<file path="config.mk">
export PLATFORM = sky130hd
export DESIGN_NAME = lidar_widest_gap_heading
export DESIGN_NICKNAME = d
export VERILOG_FILES = /design/src/rtl/lwgh_pkg.sv /design/src/rtl/lwgh_ctrl.sv /design/src/rtl/lwgh_dp.sv /design/src/rtl/lidar_widest_gap_heading.sv
export SDC_FILE = /design/constraint.sdc
export NUM_CORES = 1
export LEC_CHECK = 0
export BUFFER_PORTS_ARGS = -buffer_cell sky130_fd_sc_hd__buf_2
export CORE_ASPECT_RATIO = 1.1
export CORE_MARGIN = 2
export CORE_UTILIZATION = 60
export CTS_BUF_LIST = sky130_fd_sc_hd__clkbuf_2
export DETAILED_ROUTE_END_ITERATION = 10
export GPL_TIMING_DRIVEN = 0
export PLACE_DENSITY = 0.79
export SLEW_MARGIN = 20
export SYNTH_ARGS = -nofsm -noshare
export SYNTH_HDL_FRONTEND = slang
export SYNTH_SLANG_ARGS = --single-unit
</file>
<file path="constraint.sdc">
create_clock -name i_clk -period 6.9 [get_ports i_clk]
set_input_delay 0.69 -clock i_clk [delete_from_list [all_inputs] [get_ports i_clk]]
set_output_delay 0.69 -clock i_clk [all_outputs]
set_load 0.01 [all_outputs]
</file>
<file path="src/rtl/lwgh_pkg.sv">
// Package for the lidar widest-gap heading block.
// Holds widths, constants, the controller state type and the command and status structs.
// No dependencies.
`default_nettype none

package lwgh_pkg;

    localparam int MAX_BEAMS   = 4096;
    localparam int RANGE_W     = 16;
    localparam int BEAM_CNT_W  = 13;
    localparam int IDX_W       = $clog2(MAX_BEAMS + 1);
    localparam int CNT_W       = $clog2(MAX_BEAMS);
    localparam int ANGLE_SCALE = 18000;
    localparam int SCALE_W     = $clog2(ANGLE_SCALE + 1);
    localparam int SPAN_W      = CNT_W + 1;
    localparam int NUM_W       = SPAN_W + SCALE_W;
    localparam int HEAD_W      = 16;
    localparam int DIV_STEPS   = NUM_W;
    localparam int DIV_CNT_W   = $clog2(DIV_STEPS);
    localparam int CFG_IDX_W   = 2;
    localparam int CFG_DATA_W  = 16;
    localparam int HEAD_MAX    = 2 * ANGLE_SCALE;

    localparam logic [RANGE_W-1:0]    FREE_THR_RESET   = RANGE_W'(700);
    localparam logic [RANGE_W-1:0]    NEAR_CUT_RESET   = RANGE_W'(120);
    localparam logic [BEAM_CNT_W-1:0] BEAM_CNT_RESET   = BEAM_CNT_W'(360);
    localparam logic [IDX_W-1:0]      MAX_BEAMS_IDX    = IDX_W'(MAX_BEAMS);
    localparam logic [SCALE_W-1:0]    ANGLE_SCALE_C    = SCALE_W'(ANGLE_SCALE);
    localparam logic [DIV_CNT_W-1:0]  DIV_LAST_CNT     = DIV_CNT_W'(DIV_STEPS - 1);

    localparam logic [CFG_IDX_W-1:0]  CFG_FREE_THR   = 2'd0;
    localparam logic [CFG_IDX_W-1:0]  CFG_NEAR_CUT   = 2'd1;
    localparam logic [CFG_IDX_W-1:0]  CFG_BEAM_COUNT = 2'd2;

    typedef enum logic [3:0] {
        S_RUN  = 4'b0001,
        S_MUL  = 4'b0010,
        S_DIV  = 4'b0100,
        S_DONE = 4'b1000
    } t_state;

    typedef struct packed {
        logic accept;
        logic mul_start;
        logic div_step;
        logic load_out;
    } t_dp_cmd;

    typedef struct packed {
        logic div_last;
        logic out_free;
    } t_dp_status;

endpackage

`default_nettype wire

</file>
<file path="src/rtl/lwgh_ctrl.sv">
// Controller for the lidar widest-gap heading block.
// Sequences beam intake, the heading multiply, the divide and the result load.
// Depends on lwgh_pkg.
`default_nettype none

module lwgh_ctrl
    import lwgh_pkg::*;
(
    input  wire         i_clk,
    input  wire         i_rst_n,
    input  wire         i_valid,
    input  wire         i_last_beam,
    output logic        o_stall,
    output t_dp_cmd     o_cmd,
    input  t_dp_status  i_status
);

    t_state r_state;
    t_state n_state;

    always_comb begin
        n_state = r_state;
        o_cmd   = '0;
        o_stall = 1'b1;
        case (r_state)
            S_RUN: begin
                o_stall      = !i_rst_n;
                o_cmd.accept = i_valid;
                if (i_valid && i_last_beam) begin
                    n_state = S_MUL;
                end
            end
            S_MUL: begin
                o_cmd.mul_start = 1'b1;
                n_state         = S_DIV;
            end
            S_DIV: begin
                o_cmd.div_step = 1'b1;
                if (i_status.div_last) begin
                    n_state = S_DONE;
                end
            end
            S_DONE: begin
                if (i_status.out_free) begin
                    o_cmd.load_out = 1'b1;
                    n_state        = S_RUN;
                end
            end
            default: begin
                n_state = S_RUN;
            end
        endcase
    end

    always_ff @(posedge i_clk) begin
        if (!i_rst_n) begin
            r_state <= S_RUN;
        end else begin
            r_state <= n_state;
        end
    end

    a_last_starts_mul: assert property (@(posedge i_clk) disable iff (!i_rst_n)
        (o_cmd.accept && i_last_beam) |=> (r_state == S_MUL))
        else $error("last beam did not start the heading computation");

    a_no_accept_busy: assert property (@(posedge i_clk) disable iff (!i_rst_n)
        (o_cmd.div_step || o_cmd.mul_start || o_cmd.load_out) |-> !o_cmd.accept)
        else $error("beam accepted while the result was being computed");

    a_div_then_done: assert property (@(posedge i_clk) disable iff (!i_rst_n)
        (o_cmd.div_step && i_status.div_last) |=> (r_state == S_DONE))
        else $error("divide end did not reach the result state");

endmodule

`default_nettype wire

</file>
<file path="src/rtl/lwgh_dp.sv">
// Datapath for the lidar widest-gap heading block.
// Holds configuration, per-scan gap and minimum tracking, the divider and the output word.
// Depends on lwgh_pkg; driven by lwgh_ctrl.
`default_nettype none

module lwgh_dp
    import lwgh_pkg::*;
(
    input  wire                    i_clk,
    input  wire                    i_rst_n,
    input  wire                    i_cfg_we,
    input  wire  [CFG_IDX_W-1:0]   i_cfg_index,
    input  wire  [CFG_DATA_W-1:0]  i_cfg_data,
    input  wire  [RANGE_W-1:0]     i_range_mm,
    input  t_dp_cmd                i_cmd,
    output t_dp_status             o_status,
    input  wire                    i_stall,
    output logic                   o_valid,
    output logic [HEAD_W-1:0]      o_heading_centideg,
    output logic [RANGE_W-1:0]     o_min_range_mm,
    output logic                   o_gap_found
);

    logic [RANGE_W-1:0]    r_free_thr;
    logic [RANGE_W-1:0]    r_near_cut;
    logic [BEAM_CNT_W-1:0] r_beam_count;

    logic [IDX_W-1:0]      r_beam_index;
    logic                  r_prev_free;
    logic [CNT_W-1:0]      r_run_length;
    logic [CNT_W-1:0]      r_best_width;
    logic [CNT_W-1:0]      r_best_end;
    logic [RANGE_W-1:0]    r_min_range;
    logic                  r_min_valid;

    logic [NUM_W-1:0]      r_quo;
    logic [IDX_W-1:0]      r_rem;
    logic [DIV_CNT_W-1:0]  r_div_cnt;

    logic                  r_out_valid;
    logic [HEAD_W-1:0]     r_out_heading;
    logic [RANGE_W-1:0]    r_out_min;
    logic                  r_out_found;

    logic [IDX_W-1:0]      eff;
    logic                  free_now;
    logic                  in_bounds;
    logic [CNT_W-1:0]      n_run_length;
    logic [CNT_W-1:0]      n_best_width;
    logic [CNT_W-1:0]      n_best_end;
    logic [RANGE_W-1:0]    n_min_range;
    logic                  n_min_valid;
    logic [SPAN_W-1:0]     span;
    logic [NUM_W-1:0]      product;
    logic [IDX_W:0]        rem_sh;
    logic                  q_bit;
    logic [IDX_W-1:0]      n_rem;

    always_comb begin
        eff = (r_beam_count > BEAM_CNT_W'(MAX_BEAMS)) ? MAX_BEAMS_IDX : IDX_W'(r_beam_count);
        free_now  = (i_range_mm > r_free_thr) || (i_range_mm == '0);
        in_bounds = (r_beam_index != '0) && (r_beam_index < eff);

        n_run_length = r_run_length;
        n_best_width = r_best_width;
        n_best_end   = r_best_end;
        if (in_bounds) begin
            if (r_prev_free && free_now) begin
                n_run_length = r_run_length + 1'b1;
            end else if (r_prev_free && !free_now && (r_run_length != '0)) begin
                if (r_run_length > r_best_width) begin
                    n_best_width = r_run_length;
                    n_best_end   = r_beam_index[CNT_W-1:0];
                end
            end else if (!r_prev_free && free_now) begin
                n_run_length = '0;
            end
        end

        n_min_range = r_min_range;
        n_min_valid = r_min_valid;
        if (i_range_mm > r_near_cut) begin
            if (!r_min_valid || (i_range_mm < r_min_range)) begin
                n_min_range = i_range_mm;
            end
            n_min_valid = 1'b1;
        end

        span    = {r_best_end, 1'b0} - {1'b0, r_best_width};
        product = NUM_W'(span * ANGLE_SCALE_C);

        rem_sh = {r_rem, r_quo[NUM_W-1]};
        q_bit  = (rem_sh >= {1'b0, eff});
        n_rem  = q_bit ? IDX_W'(rem_sh - {1'b0, eff}) : rem_sh[IDX_W-1:0];
    end

    always_ff @(posedge i_clk) begin
        if (!i_rst_n) begin
            r_free_thr   <= FREE_THR_RESET;
            r_near_cut   <= NEAR_CUT_RESET;
            r_beam_count <= BEAM_CNT_RESET;
        end else if (i_cfg_we) begin
            case (i_cfg_index)
                CFG_FREE_THR:   r_free_thr   <= i_cfg_data;
                CFG_NEAR_CUT:   r_near_cut   <= i_cfg_data;
                CFG_BEAM_COUNT: r_beam_count <= i_cfg_data[BEAM_CNT_W-1:0];
                default: begin
                end
            endcase
        end
    end

    always_ff @(posedge i_clk) begin
        if (!i_rst_n || i_cmd.load_out) begin
            r_beam_index <= '0;
            r_prev_free  <= 1'b0;
            r_run_length <= '0;
            r_best_width <= '0;
            r_best_end   <= '0;
            r_min_range  <= '0;
            r_min_valid  <= 1'b0;
        end else if (i_cmd.accept) begin
            r_prev_free  <= free_now;
            r_run_length <= n_run_length;
            r_best_width <= n_best_width;
            r_best_end   <= n_best_end;
            r_min_range  <= n_min_range;
            r_min_valid  <= n_min_valid;
            if (r_beam_index < MAX_BEAMS_IDX) begin
                r_beam_index <= r_beam_index + 1'b1;
            end
        end
    end

    always_ff @(posedge i_clk) begin
        if (!i_rst_n) begin
            r_div_cnt <= '0;
        end else if (i_cmd.mul_start) begin
            r_div_cnt <= '0;
        end else if (i_cmd.div_step) begin
            r_div_cnt <= r_div_cnt + 1'b1;
        end
    end

    always_ff @(posedge i_clk) begin
        if (i_cmd.mul_start) begin
            r_quo <= product;
            r_rem <= '0;
        end else if (i_cmd.div_step) begin
            r_quo <= {r_quo[NUM_W-2:0], q_bit};
            r_rem <= n_rem;
        end
    end

    always_ff @(posedge i_clk) begin
        if (!i_rst_n) begin
            r_out_valid <= 1'b0;
        end else if (i_cmd.load_out) begin
            r_out_valid <= 1'b1;
        end else if (!i_stall) begin
            r_out_valid <= 1'b0;
        end
    end

    always_ff @(posedge i_clk) begin
        if (i_cmd.load_out) begin
            r_out_found   <= (r_best_width != '0);
            r_out_heading <= (r_best_width != '0) ? r_quo[HEAD_W-1:0] : '0;
            r_out_min     <= r_min_valid ? r_min_range : '0;
        end
    end

    assign o_status.div_last   = (r_div_cnt == DIV_LAST_CNT);
    assign o_status.out_free   = !r_out_valid || !i_stall;
    assign o_valid             = r_out_valid;
    assign o_heading_centideg  = r_out_heading;
    assign o_min_range_mm      = r_out_min;
    assign o_gap_found         = r_out_found;

    a_clear_after_load: assert property (@(posedge i_clk) disable iff (!i_rst_n)
        i_cmd.load_out |=> ((r_beam_index == '0) && !r_min_valid && (r_best_width == '0)))
        else $error("scan state not cleared after the result was loaded");

    a_div_cnt_range: assert property (@(posedge i_clk) disable iff (!i_rst_n)
        i_cmd.div_step |-> (r_div_cnt <= DIV_LAST_CNT))
        else $error("divide ran past its last step");

    a_heading_range: assert property (@(posedge i_clk) disable iff (!i_rst_n)
        o_valid |-> (o_heading_centideg < HEAD_W'(HEAD_MAX)))
        else $error("heading outside a full turn");

endmodule

`default_nettype wire

</file>
<file path="src/rtl/lidar_widest_gap_heading.sv">
// Lidar widest-gap heading finder, top level.
// Instantiates lwgh_ctrl and lwgh_dp; depends on lwgh_pkg.
//
// Beams arrive one word per cycle on the input channel (i_valid / o_stall) while o_stall
// is low, each a range in millimeters with a flag that marks the last beam of a scan.
// While a scan streams in, o_stall stays low and a beam is taken in every cycle with
// i_valid high. The word marked last ends the scan: the block then stalls its input while
// it multiplies the gap span by the angle scale and divides by the beam count in a
// restoring divider that yields one quotient bit per cycle over its 28-bit quotient. The
// result word appears on o_valid after the multiply, the divide and the load into the
// output register. If the receiver holds i_stall, the word is kept and the next result
// waits in the controller until the register can take it. Configuration should be written
// through i_cfg_we / i_cfg_index / i_cfg_data only between scans; the block itself does
// not enforce this. Reset holds o_stall high, restores the default registers and clears
// the scan state and the output valid flag.
`default_nettype none

module lidar_widest_gap_heading
    import lwgh_pkg::*;
(
    input  wire                    i_clk,
    input  wire                    i_rst_n,
    input  wire                    i_cfg_we,
    input  wire  [CFG_IDX_W-1:0]   i_cfg_index,
    input  wire  [CFG_DATA_W-1:0]  i_cfg_data,
    input  wire                    i_valid,
    output logic                   o_stall,
    input  wire  [RANGE_W-1:0]     i_range_mm,
    input  wire                    i_last_beam,
    output logic                   o_valid,
    input  wire                    i_stall,
    output logic [HEAD_W-1:0]      o_heading_centideg,
    output logic [RANGE_W-1:0]     o_min_range_mm,
    output logic                   o_gap_found
);

    t_dp_cmd    cmd;
    t_dp_status status;

    lwgh_ctrl u_ctrl (
        .i_clk       (i_clk),
        .i_rst_n     (i_rst_n),
        .i_valid     (i_valid),
        .i_last_beam (i_last_beam),
        .o_stall     (o_stall),
        .o_cmd       (cmd),
        .i_status    (status)
    );

    lwgh_dp u_dp (
        .i_clk              (i_clk),
        .i_rst_n            (i_rst_n),
        .i_cfg_we           (i_cfg_we),
        .i_cfg_index        (i_cfg_index),
        .i_cfg_data         (i_cfg_data),
        .i_range_mm         (i_range_mm),
        .i_cmd              (cmd),
        .o_status           (status),
        .i_stall            (i_stall),
        .o_valid            (o_valid),
        .o_heading_centideg (o_heading_centideg),
        .o_min_range_mm     (o_min_range_mm),
        .o_gap_found        (o_gap_found)
    );

endmodule

`default_nettype wire
</file>
# Word-level counts from Yosys, hierarchy flattened
# Cells that the tools add are included.
# word_totals
reg_bits	196
latchBits	0
ram_bits	0
rom_bits	0
inputBits	40
output_inout_bits	35
word_cells	99
memories	0
# classes
addsub	5
multipliers	1
div	0
order_cmp	8
n_eq_ne	12
n_shift	0
muxes	19
bitwise	2
n_reduce_logical	33
# op_table
operator	n
28-bit 2-to-1 mux	2
12-bit 2-to-1 mux	3
16-bit greater-than comparator	2
13-bit 2-to-1 mux	2
13-bit by 11-bit multiplier with 24-bit output, second input constant	1
12-bit nonzero test	2
16-bit logical NOT	1
16-bit < comparator	1
4-bit one-hot mux with 4 select lines	1
14-bit by 13-bit >= comparator with 1-bit output	1
13-bit by 1-bit adder with 13-bit output, second input constant	1
13-bit greater-than comparator, second input constant	1
13-bit < comparator	1
13-bit < comparator, second input constant	1
13-bit nonzero test	1
13-bit by 12-bit subtractor with 13-bit output	1
13-bit subtractor	1
12-bit by 1-bit adder with 12-bit output, second input constant	1
12-bit greater-than comparator	1
4-bit 2-to-1 mux	3
2-bit AND reduction	5
1-bit 2-to-1 mux	8
1-bit logical AND	6
1-bit logical NOT	6
other kinds (18)	27

# Logic depth before layout (Yosys ltp)
# logic_depth
word_depth	7
mapped_depth	27
ltp_nobuf	26

# Hierarchy
# From an unflattened synthesis, not the netlist that was laid out.
# unflattened
hier_cells	1454
area_unflattened_um2	13276.5
# by_module_without_submodules
mod	n_inst	cells_per_inst	area_each_um2	seq_area_each_um2
lwgh_dp	1	1427	13045.0	4414.2
lwgh_ctrl	1	27	231.5	80.1

# Least setup slack after synthesis
# OpenSTA, ideal clock, no wires.
# synth_timing
kind	reg2reg
start	register u_dp.r_best_width[0]
end	register u_dp.r_quo[23], data pin
arrival_time_ns	5.665
required_time_ns	6.637
setup_slack_ns	0.972
path_stages_with_launch	24
n_path_buf	0
synth_period_minus_slack_ns	5.928
path_cell_list	dfxtp_1 > fa_1 > nor2b_1 > o21ai_0 > a21boi_0 > o31ai_1 > nand2b_1 > a21oi_1 > xnor2_1 > ha_1 > ha_1 > fa_1 > inv_1 > fa_1 > fa_1 > inv_1 > ha_1 > and4_1 > and2_1 > a221oi_1 > o21ai_0 > a21oi_1 > xor2_1 > o21ai_1
# synth_between
elab_chain_cells	3
# synth_rtl
item	line_no	text
start, declared	lwgh_dp.sv:31	logic [CNT_W-1:0] r_best_width;
start signal, assigned	lwgh_dp.sv:125	r_best_width <= n_best_width;
13-bit by 12-bit subtractor with 13-bit output	lwgh_dp.sv:89	span = {r_best_end, 1'b0} - {1'b0, r_best_width};
13-bit by 11-bit multiplier with 24-bit output	lwgh_dp.sv:90	product = NUM_W'(span * ANGLE_SCALE_C);
28-bit 2-to-1 mux	lwgh_dp.sv:146	if (i_cmd.mul_start) begin
end signal, assigned	lwgh_dp.sv:147	r_quo <= product;
end signal, assigned	lwgh_dp.sv:150	r_quo <= {r_quo[NUM_W-2:0], q_bit};
end, declared	lwgh_dp.sv:36	logic [NUM_W-1:0] r_quo;
# Every way passes these cells.
# A chain may end at the register's enable or synchronous reset.

# Worst setup path after layout
# layout_timing
start	register u_dp.r_best_end[0]
end	register u_dp.r_quo[23], data pin
# layout_between
elab_chain_cells	3
# layout_rtl
item	line_no	text
start, declared	lwgh_dp.sv:32	logic [CNT_W-1:0] r_best_end;
start signal, assigned	lwgh_dp.sv:126	r_best_end <= n_best_end;
13-bit by 12-bit subtractor with 13-bit output	lwgh_dp.sv:89	
13-bit by 11-bit multiplier with 24-bit output	lwgh_dp.sv:90	
28-bit 2-to-1 mux	lwgh_dp.sv:146	
# Every way passes these cells.

==> out/summary.txt <==
status: completed
fin crit share: 96.1%
CP startpoint kind: flip-flop
top cell type's share of synthesized area: 21.1%
floorplan core area: 21400 um2
EDFF count, synth: 57
IO Pins: 75
measured slew at the worst slew-check pin: 1.00 ns
Nets: 1806
Routed Antenna Nets: 0
# clock sinks: 196
Synth async-reset ratio: 0%
GRT overflow: 0
worst hold start: i_cfg_data[14]
worst path arrival time: 7.22 ns
setup repair bufs after CTS: 0
Crit Path Max Fanout: 5
Leakage: 6.09 nW
TNS Setup: 0 ns
DP Area: 13900 um2
GPL Wtd Cong: 0.902
Register-to-Register Path Depth: 24
largest net degree at the start of global routing: 34
initial antenna violation count: 2
crit path kind: flip-flop to flip-flop
Die ar.: 23200 um2
Critical Path RT: 7.48 ns
Synthesized Nets: 1714
Worst Hold Class: input port to flip-flop
CTS tree: done
Final Hold Fails: 0
Die W: 145 um
Clock Latency Late Sink: 0.83 ns
Detailed Place HPWL: 25100 um
number of remaining DRC errors: 0
synthesis warning total: 0
vias in the first global route: 10900
clk slew on worst S/H paths: 0.31 ns
most common cell in the synthesized netlist: ha_1
Seq cells post-synth: 196
endpoints failing setup: 0
post-synthesis cell area: 13200 um2
Clock Tree Root: clkbuf_2
H-tree Lvls: 4
Starting Density: 61.5%
Worst setup EP type: flip-flop
non-filler cells, final: 1865
Mapped Cells: 1468
Area growth syn-to-layout: 7.75%
Die Y: 159 um
ys flop type: dfxtp_1
Hold Path Stages: 3
routed vias: 11100
Finished Cell Area: 14200 um2
# resized after CTS: 0
clk_skew: 0.0485 ns
dpl cells: 1831
Max Cap Violations: 0
PortBufs: 73
synth cell count leaders: ha_1 (180), nand2_1 (179), inv_1 (144)
f_max: 151 MHz
Num CTS Buffers: 17
maximum vdd drop: 0.000118 V
Max Slew Vio Count: 0
R2R setup slack: 0.27 ns
Yosys top cell by area: dfxtp_1
first-pass GRT wire length: 52400 um
WL per Instance: 17.1 um
sequential-to-total area share from yosys stat: 34.1%
power density cells: 175 nW/um2
vias per cell: 5.95
Post-Route WL: 31900 um
share of cells above drive strength 1: 9.47%
synth top area cells: dfxtp_1 (21%), ha_1 (17%), edfxtp_1 (13%)
Syn Area/Cell: 8.98 um2
library cells used by synthesis: 77
Tmin final: 6.63 ns
Clock Path Buffers: 2
Starting DRT DRC Count: 559
hold_buf cts: 0
r2r endpoint: u_dp.r_quo[23]
Min-Delay Endpoint: u_dp.r_free_thr[14]
R2R Path Start: u_dp.r_best_end[0]
row count: 56
DRT Pass-1 Iters: 5
Slew HR: 33.1%
total global-route track usage: 27.6%
cell usage in the layout (no fill, tap or decap), types with 5 or more instances in the layout:
cell type | Yosys | layout
nand4_1 | 25 | 25
dfxtp_1 | 139 | 138
clkbuf_2 | 1 | 19
xnor2_1 | 24 | 19
or3_1 | 5 | 5
edfxtp_1 | 57 | 57
xor2_1 | 20 | 20
a31oi_1 | 6 | 6
a21boi_0 | 39 | 39
o211ai_1 | 14 | 14
nor2_1 | 62 | 61
xnor2_2 | 0 | 5
mux2i_1 | 10 | 10
o21a_1 | 7 | 7
o31ai_1 | 23 | 22
clkbuf_1 | 38 | 38
nor2b_1 | 19 | 19
ha_1 | 180 | 180
a21oi_1 | 73 | 73
nor3_1 | 13 | 13
and3_1 | 9 | 9
nor4_1 | 16 | 15
and2_1 | 42 | 42
a21o_1 | 15 | 15
nand2_1 | 179 | 179
nand3_1 | 67 | 67
o21ai_0 | 91 | 91
a22o_1 | 9 | 9
inv_1 | 144 | 143
nand3b_1 | 6 | 6
nor4b_1 | 9 | 9
fa_1 | 26 | 26
a211oi_1 | 8 | 8
nand2b_1 | 6 | 6
buf_2 | 5 | 78
cell type report:
type                       count  area, um2
tap                          290        363
multi-input combinational   1076       7960
antenna                        2       5.00
clock inverter                14        145
sequential                   196       4500
inverter                     144        541
fill                        1813       7240
clock buffer                  18       90.1
buffer                        52        240
timing repair buffer          73        365
worst max-delay path: stages (launching register included):
cell and delay, ns:
dfxtp_1 0.42, inv_1 0.08, fa_1 0.46, nor2b_1 0.12, o21ai_0 0.11, a21boi_0 0.45
o31ai_2 0.15, nand2b_1 0.10, a21oi_1 0.11, xnor2_2 0.37, ha_1 0.31, ha_1 0.32
fa_1 0.54, inv_1 0.05, fa_1 0.50, fa_1 0.55, inv_1 0.04, ha_1 0.36
and4_1 0.23, and2_1 0.17, a221oi_1 0.34, o21ai_0 0.16, a21oi_1 0.21, xor2_1 0.16
o21ai_1 0.10
flip-flops by register name, summed over array words and instances, names as in the netlist, 4 cells and up:
| name | count |
|---|---|
| u_dp.o_min_range_mm | 16 |
| u_dp.r_best_end | 12 |
| u_dp.r_run_length | 12 |
| u_dp.r_beam_index | 13 |
| u_dp.r_best_width | 12 |
| u_dp.r_rem | 13 |
| u_dp.r_near_cut | 16 |
| u_dp.r_quo | 28 |
| u_ctrl.r_state | 4 |
| u_dp.r_min_range | 16 |
| u_dp.r_beam_count | 13 |
| u_dp.o_heading_centideg | 16 |
| u_dp.r_div_cnt | 5 |
| u_dp.r_free_thr | 16 |
how the worst max path moves through the flow:
stage                               startpoint              to  slack, ns  cells past startpoint
after floorplan           u_dp.r_best_width[0]  u_dp.r_quo[23]       0.97                     23
after global placement    u_dp.r_best_width[0]  u_dp.r_quo[23]       0.20                     23
after detailed placement  u_dp.r_best_width[0]  u_dp.r_quo[23]       0.05                     23
after CTS                 u_dp.r_best_width[0]  u_dp.r_quo[23]       0.05                     23
after global routing        u_dp.r_best_end[0]  u_dp.r_quo[23]      -0.08                     24
final                       u_dp.r_best_end[0]  u_dp.r_quo[23]       0.27                     24
where the power goes:
| group | internal (mW) | switching, mW |
|---|---|---|
| Clock | 0.117 | 0.449 |
| Sequential | 1.28 | 0.0690 |
| Combinational | 0.209 | 0.364 |
| Total | 1.61 | 0.882 |
per-stage QoR:
stage | power [mW] | setup slack [ns] | util [%] | hold slack [ns]
2_1_floorplan | 1.75 | 0.972 | - | 0.440
3_5_place_dp | 1.94 | 0.0543 | 64.9 | 0.458
5_1_grt | 2.63 | -0.0789 | 66.2 | 0.0207
3_3_place_gp | 1.91 | 0.205 | 64.9 | 0.451
4_1_cts | 2.49 | 0.0497 | 66.0 | 0.0271
6_report | 2.49 | 0.266 | 66.2 | 0.0679
routing by layer:
layer	GRT usage, %	wire (um)	up-vias
li1	-	-	5382
met5	0	0	-
met1	32.7	13200	5301
met4	13.0	1380	0
met3	4.47	1600	100
met2	49.0	15700	320
cell families after synthesis:
kind of cell,share of synthesized area [%]
compound gates,16.9
flops,34.1
fa+ha+maj,21.0
simple gates,18.3
mux,0.760
buf+inv,5.92
xor+xnor,2.92
Note: power is estimated with default switching activity, not from simulation.
